## src/hdl/multi_channel_task_watchdog_top_assert.svh

```systemverilog
// Assertion macros for the task watchdog
`ifndef MULTI_CHANNEL_TASK_WATCHDOG_TOP_ASSERT_SVH
`define MULTI_CHANNEL_TASK_WATCHDOG_TOP_ASSERT_SVH
// implication checked on every rising clock edge outside reset
`define MCTW_ASSERT_IMP(lbl, clk, rstn, ante, cons) \
	lbl: assert property (@(posedge clk) disable iff (!rstn) (ante) |-> (cons)) \
		else $error("assertion failed");
// next-cycle implication
`define MCTW_ASSERT_NXT(lbl, clk, rstn, ante, cons) \
	lbl: assert property (@(posedge clk) disable iff (!rstn) (ante) |=> (cons)) \
		else $error("assertion failed");
`endif

```

## src/hdl/mctw_pkg.sv

```systemverilog
// ----------------------------------------------------------------------------
// mctw_pkg
// Types, codes and sizes shared by the task watchdog modules.
// ----------------------------------------------------------------------------
package mctw_pkg;
	localparam int SlotCount = 8;
	localparam int SlotW = (SlotCount > 1) ? $clog2(SlotCount) : 1;

	localparam logic [2:0] OP_ADD = 3'd0;
	localparam logic [2:0] OP_REMOVE = 3'd1;
	localparam logic [2:0] OP_FEED = 3'd2;
	localparam logic [2:0] OP_SETACT = 3'd3;
	localparam logic [2:0] OP_QUERY = 3'd4;
	localparam logic [2:0] OP_TICK = 3'd5;
	localparam logic [2:0] OP_CHECK = 3'd6;
	localparam logic [2:0] OP_UNUSED = 3'd7;

	localparam logic [1:0] ST_OK = 2'd0;
	localparam logic [1:0] ST_BADARG = 2'd1;
	localparam logic [1:0] ST_FULL = 2'd2;
	localparam logic [1:0] ST_HALTED = 2'd3;

	localparam logic [1:0] ACT_REPORT = 2'd0;
	localparam logic [1:0] ACT_RESET = 2'd1;
	localparam logic [1:0] ACT_SUSPEND = 2'd2;
	localparam logic [1:0] ACT_DELETE = 2'd3;

	typedef struct packed {
		logic [2:0]  opcode;
		logic [7:0]  task_id;
		logic [31:0] expiry_ticks;
		logic [1:0]  action_code;
	} cmd_t;

	typedef struct packed {
		logic [1:0]  status;
		logic        is_enabled;
		logic [31:0] ticks_remaining;
		logic        expired;
		logic [7:0]  expired_task;
		logic [1:0]  expired_action;
		logic        last;
	} rsp_t;

	typedef enum logic [2:0] {
		S_IDLE, S_SCAN, S_APPLY, S_WALK, S_DONE
	} state_t;

	// controller -> datapath
	typedef struct packed {
		logic latch;     // capture command, clear index
		logic step;      // advance slot index
		logic apply;     // perform the command's update
		logic walk_hit;  // apply action on current slot and emit beat
		logic emit;      // emit a closing beat
	} ctl_t;

	// datapath -> controller
	typedef struct packed {
		logic halted;
		logic idx_last;
		logic early;     // command resolved without a scan
		logic slot_exp;  // current slot expired in a check
		logic exp_reset; // its action is reset
	} sts_t;
endpackage

```

## src/hdl/multi_channel_task_watchdog_top.sv

```systemverilog
// ----------------------------------------------------------------------------
// multi_channel_task_watchdog_top
// Per-task watchdog table with command interface and strobed results.
// ----------------------------------------------------------------------------
// A command is taken when start is high and busy is low. Each result beat
// shows for one cycle with result_valid high and cannot be held off. A
// command keeps busy high while a single sequencer visits one slot per
// cycle; a check walks every slot unless a reset action ends its walk
// early; tick, rejected and halted commands skip the scan. A check emits
// one beat per expired slot as the walk reaches it, then a closing beat with
// last set.
module multi_channel_task_watchdog_top (
	input  logic            clk,
	input  logic            arst_n,
	input  logic            start,
	input  mctw_pkg::cmd_t  cmd,
	output logic            busy,
	output logic            result_valid,
	output mctw_pkg::rsp_t  result
);
	mctw_pkg::ctl_t ctl;
	mctw_pkg::sts_t sts;
	logic [2:0] op;

	mctw_ctrl u_ctrl (
		.clk(clk), .arst_n(arst_n), .start(start), .op(op),
		.sts(sts), .ctl(ctl), .busy(busy)
	);

	mctw_dp u_dp (
		.clk(clk), .arst_n(arst_n), .cmd(cmd), .ctl(ctl), .sts(sts),
		.op(op), .result(result), .result_valid(result_valid)
	);
endmodule

```

## src/hdl/mctw_ctrl.sv

```systemverilog
// ----------------------------------------------------------------------------
// mctw_ctrl
// Sequencer: scans slots one per cycle, then applies or reports.
// ----------------------------------------------------------------------------
`include "multi_channel_task_watchdog_top_assert.svh"
module mctw_ctrl (
	input  logic            clk,
	input  logic            arst_n,
	input  logic            start,
	input  logic [2:0]      op,
	input  mctw_pkg::sts_t  sts,
	output mctw_pkg::ctl_t  ctl,
	output logic            busy
);
	mctw_pkg::state_t state_q, state_d;

	// state register
	always_ff @(posedge clk or negedge arst_n) begin
		if (!arst_n) state_q <= mctw_pkg::S_IDLE;
		else state_q <= state_d;
	end

	// next state and commands
	always_comb begin
		state_d = state_q;
		ctl = '0;
		busy = (state_q != mctw_pkg::S_IDLE);
		unique case (state_q)
			mctw_pkg::S_IDLE: begin
				if (start) begin
					ctl.latch = 1'b1;
					state_d = mctw_pkg::S_SCAN;
				end
			end
			mctw_pkg::S_SCAN: begin
				if (sts.early) state_d = mctw_pkg::S_DONE;
				else if (op == mctw_pkg::OP_CHECK) state_d = mctw_pkg::S_WALK;
				else if (sts.idx_last) state_d = mctw_pkg::S_APPLY;
				else ctl.step = 1'b1;
			end
			mctw_pkg::S_APPLY: begin
				ctl.apply = 1'b1;
				ctl.emit = 1'b1;
				state_d = mctw_pkg::S_IDLE;
			end
			mctw_pkg::S_WALK: begin
				if (sts.slot_exp) ctl.walk_hit = 1'b1;
				if (sts.slot_exp && sts.exp_reset) state_d = mctw_pkg::S_DONE;
				else if (sts.idx_last) state_d = mctw_pkg::S_DONE;
				else ctl.step = 1'b1;
			end
			mctw_pkg::S_DONE: begin
				ctl.emit = 1'b1;
				state_d = mctw_pkg::S_IDLE;
			end
			default: state_d = mctw_pkg::S_IDLE;
		endcase
	end

	`MCTW_ASSERT_IMP(a_latch_idle, clk, arst_n, ctl.latch, state_q == mctw_pkg::S_IDLE)
	`MCTW_ASSERT_NXT(a_emit_idle, clk, arst_n, ctl.emit, !busy)
	`MCTW_ASSERT_IMP(a_one_cmd, clk, arst_n, 1'b1, $onehot0({ctl.latch, ctl.emit, ctl.walk_hit}))
endmodule

```

## src/hdl/mctw_dp.sv

```systemverilog
// ----------------------------------------------------------------------------
// mctw_dp
// Slot table, tick counter, halted flag and result register.
// ----------------------------------------------------------------------------
`include "multi_channel_task_watchdog_top_assert.svh"
module mctw_dp (
	input  logic            clk,
	input  logic            arst_n,
	input  mctw_pkg::cmd_t  cmd,
	input  mctw_pkg::ctl_t  ctl,
	output mctw_pkg::sts_t  sts,
	output logic [2:0]      op,
	output mctw_pkg::rsp_t  result,
	output logic            result_valid
);
	localparam int SW = mctw_pkg::SlotW;
	localparam int LastIdx = mctw_pkg::SlotCount - 1;

	logic [7:0]  task_q [mctw_pkg::SlotCount];
	logic [mctw_pkg::SlotCount-1:0] en_q;
	logic [31:0] tmo_q [mctw_pkg::SlotCount];
	logic [31:0] feed_q [mctw_pkg::SlotCount];
	logic [1:0]  act_q [mctw_pkg::SlotCount];
	logic [31:0] tick_q;
	logic        halted_q;
	mctw_pkg::cmd_t cmd_q;
	logic [SW-1:0] idx_q;
	logic        hit_q, free_q;
	logic [SW-1:0] hidx_q, fidx_q;
	logic        hit_now, free_now;
	logic [31:0] elapsed;
	logic        exp_now;
	logic        bad;

	assign op = cmd_q.opcode;

	// current-slot compare
	always_comb begin
		hit_now = (task_q[idx_q] != 8'd0) && (task_q[idx_q] == cmd_q.task_id);
		free_now = (task_q[idx_q] == 8'd0);
		elapsed = tick_q - feed_q[idx_q];
		exp_now = (task_q[idx_q] != 8'd0) && en_q[idx_q] && (elapsed >= tmo_q[idx_q]);
		bad = (cmd_q.opcode == mctw_pkg::OP_UNUSED)
			|| ((cmd_q.opcode <= mctw_pkg::OP_QUERY) && (cmd_q.task_id == 8'd0))
			|| ((cmd_q.opcode == mctw_pkg::OP_ADD) && (cmd_q.expiry_ticks == 32'd0));
		sts.halted = halted_q;
		sts.idx_last = (idx_q == SW'(LastIdx));
		sts.early = halted_q || bad || (cmd_q.opcode == mctw_pkg::OP_TICK);
		sts.slot_exp = exp_now;
		sts.exp_reset = (act_q[idx_q] == mctw_pkg::ACT_RESET);
	end

	// command capture and scan bookkeeping
	always_ff @(posedge clk or negedge arst_n) begin
		if (!arst_n) begin
			idx_q <= '0;
			hit_q <= 1'b0;
			free_q <= 1'b0;
			hidx_q <= '0;
			fidx_q <= '0;
		end else if (ctl.latch) begin
			idx_q <= '0;
			hit_q <= 1'b0;
			free_q <= 1'b0;
		end else begin
			if (ctl.step || (cmd_q.opcode != mctw_pkg::OP_CHECK && !ctl.apply)) begin
				if (hit_now && !hit_q) begin
					hit_q <= 1'b1;
					hidx_q <= idx_q;
				end
				if (free_now && !free_q) begin
					free_q <= 1'b1;
					fidx_q <= idx_q;
				end
			end
			if (ctl.step) idx_q <= idx_q + SW'(1);
		end
	end

	always_ff @(posedge clk) begin
		if (ctl.latch) cmd_q <= cmd;
	end

	// final hit and free, including the last slot seen this cycle
	logic fh, ff;
	logic [SW-1:0] fhi, ffi;
	always_comb begin
		fh = hit_q || hit_now;
		fhi = hit_q ? hidx_q : idx_q;
		ff = free_q || free_now;
		ffi = free_q ? fidx_q : idx_q;
	end

	// slot table, counter and halt
	always_ff @(posedge clk or negedge arst_n) begin
		if (!arst_n) begin
			for (int i = 0; i < mctw_pkg::SlotCount; i++) begin
				task_q[i] <= 8'd0;
				tmo_q[i] <= 32'd0;
				feed_q[i] <= 32'd0;
				act_q[i] <= 2'd0;
			end
			en_q <= '0;
			tick_q <= 32'd0;
			halted_q <= 1'b0;
		end else begin
			if (ctl.emit && !halted_q && !bad && cmd_q.opcode == mctw_pkg::OP_TICK)
				tick_q <= tick_q + 32'd1;
			if (ctl.apply) begin
				unique case (cmd_q.opcode)
					mctw_pkg::OP_ADD: begin
						if (fh) begin
							tmo_q[fhi] <= cmd_q.expiry_ticks;
							feed_q[fhi] <= tick_q;
							en_q[fhi] <= 1'b1;
						end else if (ff) begin
							task_q[ffi] <= cmd_q.task_id;
							act_q[ffi] <= mctw_pkg::ACT_REPORT;
							tmo_q[ffi] <= cmd_q.expiry_ticks;
							feed_q[ffi] <= tick_q;
							en_q[ffi] <= 1'b1;
						end
					end
					mctw_pkg::OP_REMOVE: if (fh) begin
						task_q[fhi] <= 8'd0;
						en_q[fhi] <= 1'b0;
					end
					mctw_pkg::OP_FEED: if (fh && en_q[fhi]) feed_q[fhi] <= tick_q;
					mctw_pkg::OP_SETACT: if (fh) act_q[fhi] <= cmd_q.action_code;
					default: ;
				endcase
			end
			if (ctl.walk_hit) begin
				unique case (act_q[idx_q])
					mctw_pkg::ACT_RESET: halted_q <= 1'b1;
					mctw_pkg::ACT_SUSPEND: en_q[idx_q] <= 1'b0;
					mctw_pkg::ACT_DELETE: begin
						task_q[idx_q] <= 8'd0;
						en_q[idx_q] <= 1'b0;
					end
					default: feed_q[idx_q] <= tick_q;
				endcase
			end
		end
	end

	// result register
	logic [31:0] q_el;
	mctw_pkg::rsp_t rsp_d;
	always_comb q_el = tick_q - feed_q[fhi];

	always_comb begin
		rsp_d = '0;
		if (ctl.walk_hit) begin
			rsp_d.expired = 1'b1;
			rsp_d.expired_task = task_q[idx_q];
			rsp_d.expired_action = act_q[idx_q];
		end else begin
			rsp_d.last = 1'b1;
			if (halted_q) rsp_d.status = mctw_pkg::ST_HALTED;
			else if (bad) rsp_d.status = mctw_pkg::ST_BADARG;
			else if (cmd_q.opcode == mctw_pkg::OP_ADD && !fh && !ff)
				rsp_d.status = mctw_pkg::ST_FULL;
			else if (cmd_q.opcode == mctw_pkg::OP_QUERY && fh && en_q[fhi]) begin
				rsp_d.is_enabled = 1'b1;
				if (q_el < tmo_q[fhi]) rsp_d.ticks_remaining = tmo_q[fhi] - q_el;
			end
		end
	end

	always_ff @(posedge clk or negedge arst_n) begin
		if (!arst_n) result_valid <= 1'b0;
		else result_valid <= ctl.emit || ctl.walk_hit;
	end

	always_ff @(posedge clk) begin
		result <= rsp_d;
	end

	`MCTW_ASSERT_NXT(a_halt_sticky, clk, arst_n, halted_q, halted_q)
	`MCTW_ASSERT_IMP(a_walk_check, clk, arst_n, ctl.walk_hit, cmd_q.opcode == mctw_pkg::OP_CHECK)
	`MCTW_ASSERT_NXT(a_hit_beat, clk, arst_n, ctl.walk_hit, result_valid && result.expired)
endmodule

```

## config.mk

```make
export PLATFORM = sky130hd
export DESIGN_NAME = multi_channel_task_watchdog_top
export DESIGN_NICKNAME = d
export VERILOG_FILES = /design/src/hdl/mctw_pkg.sv /design/src/hdl/multi_channel_task_watchdog_top.sv /design/src/hdl/mctw_ctrl.sv /design/src/hdl/mctw_dp.sv
export VERILOG_INCLUDE_DIRS = /design/src /design/src/hdl
export SDC_FILE = /design/constraint.sdc
export NUM_CORES = 2
export LEC_CHECK = 0
export ABC_CLOCK_PERIOD_IN_PS = 11300
export BUFFER_PORTS_ARGS = -buffer_cell sky130_fd_sc_hd__buf_4
export CAP_MARGIN = 20
export CORE_MARGIN = 8
export CORE_UTILIZATION = 45
export DETAILED_ROUTE_END_ITERATION = 8
export GPL_TIMING_DRIVEN = 0
export SETUP_SLACK_MARGIN = 0.05
export SYNTH_ARGS = -nofsm -noshare
export SYNTH_HDL_FRONTEND = slang
export SYNTH_SLANG_ARGS = --single-unit
```

## constraint.sdc

```tcl
create_clock -name clk -period 11.3 [get_ports clk]
set_input_delay 1.13 -clock clk [delete_from_list [all_inputs] [get_ports clk]]
set_output_delay 1.13 -clock clk [all_outputs]
set_load 0.05 [all_outputs]
```

==> metrics <==
Post-Synth Simple-Gate Area 0.126; CP max FO 10; Vias per Instance 7.55; grt ovf 0; fraction of the yosys area taken by sequential cells 0.390; post-synth cell types 93; wire per inst ~39 um; Post-Synth XOR/XNOR Area 0.0221; P&R area growth vs syn 14.6%; Top Ports 97; antenna violations before repair 30; Post-DP Area about 51,000 um2; layout cell share with drive strength beyond 1 0.154; number of flops mapped to enable cells by yosys 45; Worst Tran Pin Value 1.40 ns; RSZ-0062 raised after global routing false; Post-DP HPWL 198,000 um; # nets final 5,618; clk_lat worst skew roughly 0.72 ns; VDD IR max 288 uV; ANT nets after route 0; Final Critical Period 11.41 ns; CP required approximately 12 ns; Clock Pin Slew Worst Setup and Hold Paths 0.06 ns; Max Fclk around 90 MHz; Final period util 1.01; Yosys Warn Count 0; most frequent CP cell a21oi_1; Die Y 341 um; Fin Hold WS 0.491 ns; Detailed Route WL roughly 270,000 um; vias in the first global route 46,600; main combinational cell family by area after synthesis compound AO/OA/AOI/OAI gates; # port buffers 96; largest net degree at the start of global routing 110; routability cong. 1.07; drt first pass iters 9; global-route wire length before repair between 300,000 and 400,000 um; Die W 341 um; Max-Cap Viols 0; asr flop ratio synth 0.876; Setup TNS Final -1.17 ns; final setup margin -0.108 ns; Design Area, Final 54,400 um2; Crit. End Element register; Post-Synthesis Cells 5,171; mean post-synth cell area 9.18 um2; Synth Area in Compound Gates 0.277; CTS Buf Count 91; total number of vias about 52,000; P_leak about 23 nW; status complete, but fails checks; pwr/cell area 333 nW/um2; Max Clock Skew between 0.02 and 0.03 ns; ys flop type dfrtp_1; arrival time worst endpoint between 10 and 15 ns; Setup CP Type reg -> reg; area share of fa/ha/maj cells after synthesis 0.0355; DRT iter0 DRCs between 9,000 and 10,000; num rows 119; Synth Register Bits 740; core area 105,000 um2; failing checks design-rule violations, negative setup slack; setup violators final 27; Slew HR 0.0637; Crit-path slowest cell a311oi_1; mux contribution to synthesized area 0.0955; H-tree levels 3; crit path launch type register; clk root buf clkbuf_16; CTS sink count 740; All-Layer GR Usage 0.442; Slew Limit Fails 0; Mapped Nets roughly 5,400; initial core utilization 0.452; total power roughly 18 mW; die area 116,000 um2; drt drc 36; Post-Synthesis Cell Area 47,500 um2; fin util 0.518; hold crit path type reg -> reg; clk buf depth 3; CTS tree done; CP peak stage delay between 0.7 and 0.8 ns; Final Hold Viols 0
## worst max-delay path: cells and delay by family (launching register included)
| family | cells | cell delay (ns) |
|---|---|---|
| AND/OR/NAND/NOR | 8 | 1.68 |
| buffers and inverters | 10 | 4.10 |
| flip-flops | 1 | 0.37 |
| XOR/XNOR | 1 | 0.17 |
| AO/OA/AOI/OAI | 13 | 3.95 |
| adder cells (fa/ha/maj) | 3 | 0.88 |
## flip-flops by register name, summed over array words and instances, names as in the netlist, 3 cells and up
register        count
u_dp.tmo_q        256
u_dp.hidx_q         3
u_dp.act_q         16
u_dp.tick_q        32
u_dp.result        47
u_dp.en_q           8
u_dp.idx_q          3
u_dp.cmd_q         42
u_dp.fidx_q         3
u_dp.feed_q       256
u_dp.op             3
u_dp.task_q        64
u_ctrl.state_q      3
## layer usage
| metal | GRT usage | part of all wire | vias up |
|---|---|---|---|
| met5 | 0.0142 | 0.0018 | - |
| met4 | 0.287 | 0.090 | 22 |
| met1 | 0.571 | 0.37 | 25700 |
| met3 | 0.195 | 0.15 | 1327 |
| li1 | - | - | 20400 |
| met2 | 0.593 | 0.38 | 4886 |
## final timing paths
kind / start / to / slack [ns] / cells after the start
setup reg to reg: u_dp.idx_q[0] / u_dp.result[12] / -0.11 / 35
max in group asynchronous: arst_n / u_dp.feed_q[153] / 9.14 / 3
hold reg to reg: u_dp.act_q[7] / u_dp.act_q[7] / 0.49 / 1
hold / removal: u_dp.act_q[7] / u_dp.act_q[7] / 0.49 / 1
min in group asynchronous: arst_n / u_dp.task_q[62] / 0.51 / 1
setup / recovery: u_dp.idx_q[0] / u_dp.result[12] / -0.11 / 35
## cell type report
class | count | area, um2
Clock buffer | 130 | 2670
Inverter | 151 | 567
Buffer | 448 | 2000
Sequential cell | 740 | 18500
Fill cell | 9867 | 50600
Clock inverter | 36 | 383
Multi-Input combinational cell | 3827 | 26500
Tap cell | 1391 | 1740
Timing Repair Buffer | 178 | 1960
Antenna cell | 31 | 77.6
## repair_timing
item,CTS,global route
cloned,0,0
setup buffers,2,3
pin swaps,1,1
gates resized for setup,9,33
hold endpoints to repair,0,0
setup endpoints to repair,135,318
hold buffers,0,0
## cells in the final DEF (no fill, tap or decap), drive strengths merged, types with 15 or more instances in the layout
cell and instances:
nor2 713, dfrtp 648, clkbuf 455, o22ai 439, a31oi 311, buf 299, nand2 298, mux2 281
a311oi 195, a21oi 180, inv 154, ha 130, mux2i 118, a221oi 116, o21ai 115, xnor2 86
a22oi 83, a22o 68, nand3 65, a211oi 61, o221ai 60, nor3 59, a21o 56, dfxtp 47
edfxtp 45, xor2 34, diode 31, and3 30, nor2b 28, or4 26, clkinv 25, nand4 23
nor4 23, o21a 18, o2bb2ai 17, nand2b 16, and2 15
## cells in the mapped netlist (all sizes together), types with 47 or more instances
master | n | share of area
nor2 | 713 | 0.057
dfrtp | 648 | 0.34
o22ai | 439 | 0.058
clkbuf | 330 | 0.026
a31oi | 311 | 0.041
nand2 | 298 | 0.024
mux2 | 281 | 0.067
a311oi | 195 | 0.036
a21oi | 180 | 0.019
inv | 151 | 0.012
ha | 130 | 0.034
buf | 123 | 0.015
mux2i | 118 | 0.025
a221oi | 116 | 0.030
o21ai | 115 | 0.012
xnor2 | 86 | 0.016
a22oi | 83 | 0.013
a22o | 68 | 0.013
nand3 | 65 | 0.0079
a211oi | 61 | 0.011
o221ai | 60 | 0.011
nor3 | 59 | 0.0074
a21o | 56 | 0.0089
dfxtp | 47 | 0.020
## report_power, final
| part | switching [mW] | internal (mW) |
|---|---|---|
| registers | 1.04 | 3.27 |
| clock network | 1.32 | 1.75 |
| logic | 7.01 | 3.70 |
## stage by stage
stage / setup WS, ns / instances
4_1_cts: 0.120 / 6894
6_report: -0.108 / 6932
3_3_place_gp: -1.83 / 6658
2_1_floorplan: 3.10 / 5171
3_5_place_dp: -0.997 / 6727
5_1_grt: 0.0653 / 6902
## logic make-up after synthesis
family                   Yosys count
AO/OA/AOI/OAI                   1822
flip-flops                       740
AND/OR/NAND/NOR                 1346
multiplexers                     406
adder cells (fa/ha/maj)          133
buffers and inverters            604
XOR/XNOR                         120
(Power assumes the default switching activity.)
